==> src/sv/spq_pkg.sv <==
// Shared constants and types for the sorted priority queue.
`timescale 1ns / 1ps
package spq_pkg;

    localparam int CAPACITY = 16;
    localparam int CNT_W    = $clog2(CAPACITY + 1);
    localparam int VAL_W    = 32;
    localparam int STAT_W   = 2;
    localparam int FILL_W   = 5;
    localparam int OUT_W    = ((STAT_W + VAL_W + FILL_W + 7) / 8) * 8;

    localparam logic ACT_OFFER = 1'b0;
    localparam logic ACT_POLL  = 1'b1;

    typedef enum logic [STAT_W-1:0] {
        ST_OK    = 2'd0,
        ST_FULL  = 2'd1,
        ST_EMPTY = 2'd2
    } t_status;

    typedef struct packed {
        logic offer;
        logic poll;
    } t_cell_ctrl;

endpackage

==> src/sv/spq_cell.sv <==
// One slot of the sorted chain: holds a value and shifts with its neighbors.
`timescale 1ns / 1ps
module spq_cell
    import spq_pkg::*;
(
    input  logic                    i_clk,
    input  t_cell_ctrl              i_ctrl,
    input  logic signed [VAL_W-1:0] i_new_val,
    input  logic signed [VAL_W-1:0] i_left_val,
    input  logic                    i_left_ge,
    input  logic signed [VAL_W-1:0] i_right_val,
    input  logic                    i_occupied,
    output logic signed [VAL_W-1:0] o_val,
    output logic                    o_ge
);

    logic signed [VAL_W-1:0] r_val;
    logic signed [VAL_W-1:0] n_val;

    assign o_ge  = i_occupied && (r_val >= i_new_val);
    assign o_val = r_val;

    always_comb begin
        n_val = r_val;
        if (i_ctrl.offer) begin
            if (!i_left_ge) begin
                n_val = i_left_val;
            end else if (!o_ge) begin
                n_val = i_new_val;
            end
        end else if (i_ctrl.poll) begin
            n_val = i_right_val;
        end
    end

    always_ff @(posedge i_clk) begin
        r_val <= n_val;
    end

endmodule

==> src/sv/sorted_priority_queue_unit.sv <==
// Top level of the sorted priority queue: cell chain, count and output register.
`timescale 1ns / 1ps
// Bounded max-priority queue of signed 32-bit values held in a chain of
// CAPACITY cells, largest at the front.
// Input stream: tuser carries the action (offer or poll), tdata the value.
// Every input beat yields exactly one output beat: tdata carries status,
// removed value and fill count after the step.
// An offer compares against every cell at once; each cell takes the new
// value, its left neighbor's value or holds. A poll shifts every cell one
// place toward the front. The result is registered and appears in the cycle
// after the input beat is accepted.
// Throughput: one beat per cycle while the output side keeps taking beats;
// one output register separates the channels.
// When the receiver stalls, the result holds and input ready drops until
// the result is taken.
// Reset empties the queue (count to zero) and drops the pending result;
// cell contents are left as they are and are never read before written.
module sorted_priority_queue_unit
    import spq_pkg::*;
(
    input  logic             i_clk,
    input  logic             i_rst_n,
    input  logic             i_s_axis_tvalid,
    output logic             o_s_axis_tready,
    input  logic [VAL_W-1:0] i_s_axis_tdata,  // [31:0] value
    input  logic             i_s_axis_tuser,  // [0] action
    output logic             o_m_axis_tvalid,
    input  logic             i_m_axis_tready,
    output logic [OUT_W-1:0] o_m_axis_tdata   // [1:0] status, [33:2] removed_value,
                                              // [38:34] fill_count, [39] zero
);

    logic signed [VAL_W-1:0] w_val [CAPACITY];
    logic                    w_ge  [CAPACITY];
    logic                    w_occ [CAPACITY];

    logic [CNT_W-1:0] r_count;
    logic [CNT_W-1:0] n_count;
    logic             r_out_vld;
    logic [OUT_W-1:0] r_out_data;
    logic [OUT_W-1:0] n_out_data;

    logic             w_accept;
    logic             w_full;
    logic             w_empty;
    t_cell_ctrl       w_ctrl;
    t_status          w_status;
    logic [VAL_W-1:0] w_removed;

    assign o_s_axis_tready = !r_out_vld || i_m_axis_tready;
    assign w_accept        = i_s_axis_tvalid && o_s_axis_tready;
    assign w_full          = (r_count == CNT_W'(CAPACITY));
    assign w_empty         = (r_count == '0);

    assign w_ctrl.offer = w_accept && (i_s_axis_tuser == ACT_OFFER) && !w_full;
    assign w_ctrl.poll  = w_accept && (i_s_axis_tuser == ACT_POLL) && !w_empty;

    for (genvar g = 0; g < CAPACITY; g++) begin : g_cell
        assign w_occ[g] = (CNT_W'(g) < r_count);

        spq_cell u_cell (
            .i_clk       (i_clk),
            .i_ctrl      (w_ctrl),
            .i_new_val   (i_s_axis_tdata),
            .i_left_val  ((g == 0) ? w_val[0] : w_val[(g == 0) ? 0 : g - 1]),
            .i_left_ge   ((g == 0) ? 1'b1 : w_ge[(g == 0) ? 0 : g - 1]),
            .i_right_val ((g == CAPACITY - 1) ? w_val[g] :
                          w_val[(g == CAPACITY - 1) ? g : g + 1]),
            .i_occupied  (w_occ[g]),
            .o_val       (w_val[g]),
            .o_ge        (w_ge[g])
        );
    end

    always_comb begin
        n_count   = r_count;
        w_status  = ST_OK;
        w_removed = '0;
        if (i_s_axis_tuser == ACT_OFFER) begin
            if (w_full) begin
                w_status = ST_FULL;
            end else begin
                n_count = r_count + CNT_W'(1);
            end
        end else begin
            if (w_empty) begin
                w_status = ST_EMPTY;
            end else begin
                n_count   = r_count - CNT_W'(1);
                w_removed = w_val[0];
            end
        end
        n_out_data = '0;
        n_out_data[STAT_W-1:0]                       = w_status;
        n_out_data[STAT_W+VAL_W-1:STAT_W]            = w_removed;
        n_out_data[STAT_W+VAL_W+FILL_W-1:STAT_W+VAL_W] = FILL_W'(n_count);
    end

    always_ff @(posedge i_clk) begin
        if (!i_rst_n) begin
            r_count   <= '0;
            r_out_vld <= 1'b0;
        end else begin
            if (w_accept) begin
                r_count   <= n_count;
                r_out_vld <= 1'b1;
            end else if (i_m_axis_tready) begin
                r_out_vld <= 1'b0;
            end
        end
    end

    always_ff @(posedge i_clk) begin
        if (w_accept) begin
            r_out_data <= n_out_data;
        end
    end

    assign o_m_axis_tvalid = r_out_vld;
    assign o_m_axis_tdata  = r_out_data;

    a_count_bound: assert property (@(posedge i_clk) disable iff (!i_rst_n)
        r_count <= CNT_W'(CAPACITY))
        else $error("entry count above capacity");

    a_offer_grows: assert property (@(posedge i_clk) disable iff (!i_rst_n)
        w_ctrl.offer |=> r_count == $past(r_count) + CNT_W'(1))
        else $error("accepted offer did not grow the queue");

    a_poll_empty: assert property (@(posedge i_clk) disable iff (!i_rst_n)
        (w_accept && (i_s_axis_tuser == ACT_POLL) && w_empty) |=>
        (r_out_data[STAT_W-1:0] == ST_EMPTY) && (r_count == '0))
        else $error("poll on empty queue misreported");

    a_front_order: assert property (@(posedge i_clk) disable iff (!i_rst_n)
        (r_count >= CNT_W'(2)) |-> (w_val[0] >= w_val[1]))
        else $error("front of queue out of order");

endmodule

==> config.mk <==
export PLATFORM = sky130hd
export DESIGN_NAME = sorted_priority_queue_unit
export DESIGN_NICKNAME = d
export VERILOG_FILES = /design/src/sv/spq_pkg.sv /design/src/sv/spq_cell.sv /design/src/sv/sorted_priority_queue_unit.sv
export SDC_FILE = /design/constraint.sdc
export NUM_CORES = 2
export LEC_CHECK = 0
export BUFFER_PORTS_ARGS = -buffer_cell sky130_fd_sc_hd__buf_4
export CAP_MARGIN = 15
export CORE_ASPECT_RATIO = 0.6
export CORE_MARGIN = 8
export CORE_UTILIZATION = 62
export CTS_CLUSTER_DIAMETER = 40
export DETAILED_ROUTE_END_ITERATION = 8
export PLACE_DENSITY = 0.89
export SLEW_MARGIN = 20
export SYNTH_ARGS = -nofsm -noshare
export SYNTH_HDL_FRONTEND = slang
export SYNTH_SLANG_ARGS = --single-unit
==> constraint.sdc <==
create_clock -name i_clk -period 7.1 [get_ports i_clk]
set_input_delay 1.065 -clock i_clk [delete_from_list [all_inputs] [get_ports i_clk]]
set_output_delay 1.065 -clock i_clk [all_outputs]
set_load 0.005 [all_outputs]
==> results.ini <==
[synthesis]
synth_top_family_by_area = simple AND/OR/NAND/NOR gates
synth_compound_area_share_pct = 16.4
synth-simple-area-share_pct = 19.0
syn_area_sq_um = 38800
synthArstFlopShare_pct = 0
synth_mux_area_share_pct = 1.31
syn_inst = 3885
synth_flop_cell = edfxtp_1
syn_nets = 4437
yosysSeqAreaShare_pct = 43.0
ys_ff_latch = 557
yosysWarnings = 0
synth_cell_type_count = 64
synth_edf_count = 551
synthAdderAreaFrac_pct = 16.6
synth_xor_area_share_pct = 0.0677
syn_area_per_cell_sq_um = 9.98

[grt]
grt_use_total_pct = 34.2
met1_usage_pct = 50.0
overflow = 0
grt_max_degree = 188
busiest_layer = met1
grt_pass1_vias = 33400
antenna_found_initial = 3
grt_pass1_wl_um = 196000
grtUsageMet2_pct = 47.8
gr-usage-met3_pct = 11.1

[timing]
slew_headroom_pct = 21.7
grt_setup_unrepaired = false
tightest_slew_ns = 1.17
fin_setup_tns_ns = 0
finalHoldViolCount = 0
drv_slew = 0
fin_crit_sh_pct = 78.2
setup-violations-final = 0
clock_skew_ns = 0.0193
min_period_ns = 5.55
max_freq_mhz = 180
setup_slack_ns = 1.55

[drt]
viasPerCell = 7.49
remaining_drc_errors = 0
ant_nets = 0
wl_per_cell_um = 27.0
dr.first_iter.drc_count = 6200
dr.pass1.iters = 7
wirelength_um = 126000
vias = 35000

[power_and_ir_drop]
p_per_area_nw_per_um2 = 234
finalPower_mw = 9.81
p_sw_share_pct = 32.8
ir_drop_mv = 0.190
p_int_mw = 6.60
leakage_nw = 16.0
p_comb_share_pct = 23.4
p_clk_share_pct = 30.7
power_switching_mw = 3.21
seqPwrFrac_pct = 45.8

[clocking]
clock-root-buffer = clkbuf_16
h-tree-depth = 2
cts_resized = 0
tritoncts = done
cts_hold_buffers = 0
clk_pin_slew_ns = 0.07
cts_setup_buffers = 0
cts_buffers = 55
clock-sinks = 557
worstSkewPairLatency_ns = 0.64
cts_buffer_depth = 3

[die]
die-area_sq_um = 71100
row_count = 71
start_util_pct = 62.3
die_y_um = 210
pin_count = 79
die_w_um = 339
coreArea_sq_um = 62300

[placement]
gp_congestion = 1.02
hpwl_um = 90600
io_buffers = 77
dpl_cell_area_sq_um = 40200
pre_cts_ws_ns = 1.22

[worst_setup_path]
startpoint_type = input port
rr_startpoint = g_cell[10].u_cell.o_val[25]$_DFFE_PP_
crit_type = in -> reg
required_ns = 7.41
path_max_fanout = 34
cp.arrival_ns = 5.87
r2r_slack_ns = 2.25
cp-end-kind = flip-flop
reg2reg_to = g_cell[11].u_cell.o_val[5]$_DFFE_PP_
r2r_cells = 9

[layout]
area_growth_pct = 8.12
layout_commonest_cell = nand2_1
post-route-cell-area_sq_um = 41900
final_layout_size_suffix_gt1_share_pct = 8.53
layout_common_cells = nand2_1 (672), edfxtp_1 (551), ha_1 (515), nand4_1 (470), o211ai_1 (392)
final_net_count = 4348
final_util_pct = 67.3

[hold_path]
whs_endpoint = o_m_axis_tvalid$_SDFFE_PN0P_
hold_depth = 2
holdCritStartpoint = o_m_axis_tvalid$_SDFFE_PN0P_
hp-class = reg -> reg

[status]
status = complete, no violations

[flow_run]
drv_cap = 0

==> per-layer routing <==
layer	vias up	share of wire [%]
li1	15100	-
met1	16400	39
met2	3172	40
met3	350	17
met4	6	3.2
met5	-	0.028
==> Yosys cell counts (19+ instances only) <==
master	instances	area, sq um
nor2b_1	19	119
nand3_1	61	305
mux2_2	28	315
a21oi_1	206	1030
a211oi_1	26	195
and2_1	49	307
nand4_1	470	2940
buf_2	53	265
nand2b_1	25	156
clkbuf_1	191	717
nor3_1	47	235
ha_1	515	6440
nand2_1	673	2530
buf_1	50	188
o211ai_1	392	2940
o21ai_0	85	425
o211ai_2	30	375
a21o_1	35	263
nor2_1	108	405
nor4_1	19	119
edfxtp_1	551	16500
inv_1	56	210
a221o_1	35	350
==> how the worst max path moves through the flow <==
| stage | start | endpoint | slack, ns | cells past startpoint |
|---|---|---|---|---|
| 2_1_floorplan | i_s_axis_tdata[31] | g_cell[3].u_cell.o_val[0]$_DFFE_PP_ | 1.78 | 11 |
| 3_3_place_gp | i_s_axis_tdata[31] | g_cell[11].u_cell.o_val[6]$_DFFE_PP_ | 1.32 | 12 |
| 3_5_place_dp | i_s_axis_tdata[27] | g_cell[11].u_cell.o_val[5]$_DFFE_PP_ | 1.22 | 11 |
| 4_1_cts | i_s_axis_tdata[27] | g_cell[11].u_cell.o_val[5]$_DFFE_PP_ | 1.85 | 11 |
| 5_1_grt | i_s_axis_tdata[27] | g_cell[11].u_cell.o_val[6]$_DFFE_PP_ | 1.39 | 11 |
| 6_report | i_s_axis_tdata[31] | g_cell[11].u_cell.o_val[5]$_DFFE_PP_ | 1.55 | 12 |
==> power groups by stage <==
stage	logic (mW)	clock network [mW]	registers [mW]
after floorplan	1.51	0	4.40
after global placement	2.06	0	4.54
after detailed placement	2.18	0	4.54
after CTS	2.20	2.99	4.47
after global routing	2.50	3.12	4.52
final	2.30	3.01	4.49
==> worst max-delay path, stage by stage <==
cell      delay [ns]
buf_4           0.12
inv_1           0.54
buf_4           0.29
ha_1            0.21
nand4_1         0.17
nor4_1          0.96
a22oi_1         0.28
o211ai_1        0.18
mux2_2          0.68
nand2_1         0.21
a31oi_4         0.72
buf_4           0.41
==> layout make-up <==
class | instances | area [sq um]
fillers | 4561 | 20300
multi-input cells | 2972 | 21000
repair buffers | 154 | 1260
clock buffers | 70 | 1430
clock inverters | 24 | 292
flip-flops and latches | 557 | 16700
diodes | 2 | 5.00
well taps | 839 | 1050
inverters | 56 | 210
==> metrics by stage <==
| step | hold slack [ns] | std cells |
|---|---|---|
| floorplan | 0.545 | 3885 |
| global placement | 0.539 | 4576 |
| detailed placement | 0.564 | 4577 |
| CTS | 0.579 | 4671 |
| global route | 0.611 | 4672 |
| finish | 0.579 | 4674 |
==> cell families (layout without fill, tap and decap cells) <==
family | count (synthesis) | count (layout)
buffers and inverters | 356 | 304
other | 1 | 3
xor gates and xnor gates | 3 | 3
DFF | 557 | 557
and+or+nand+nor | 1503 | 1503
muxes | 46 | 46
adders and majority gates | 515 | 515
AOI/OAI and AO/OA | 904 | 904
==> registers in the layout (all words and copies together) (netlist names) <==
register / count
o_m_axis_tdata: 39
o_m_axis_tvalid: 1
r_count: 5
g_cell.u_cell.o_val: 512
(Power assumes the default switching activity.)
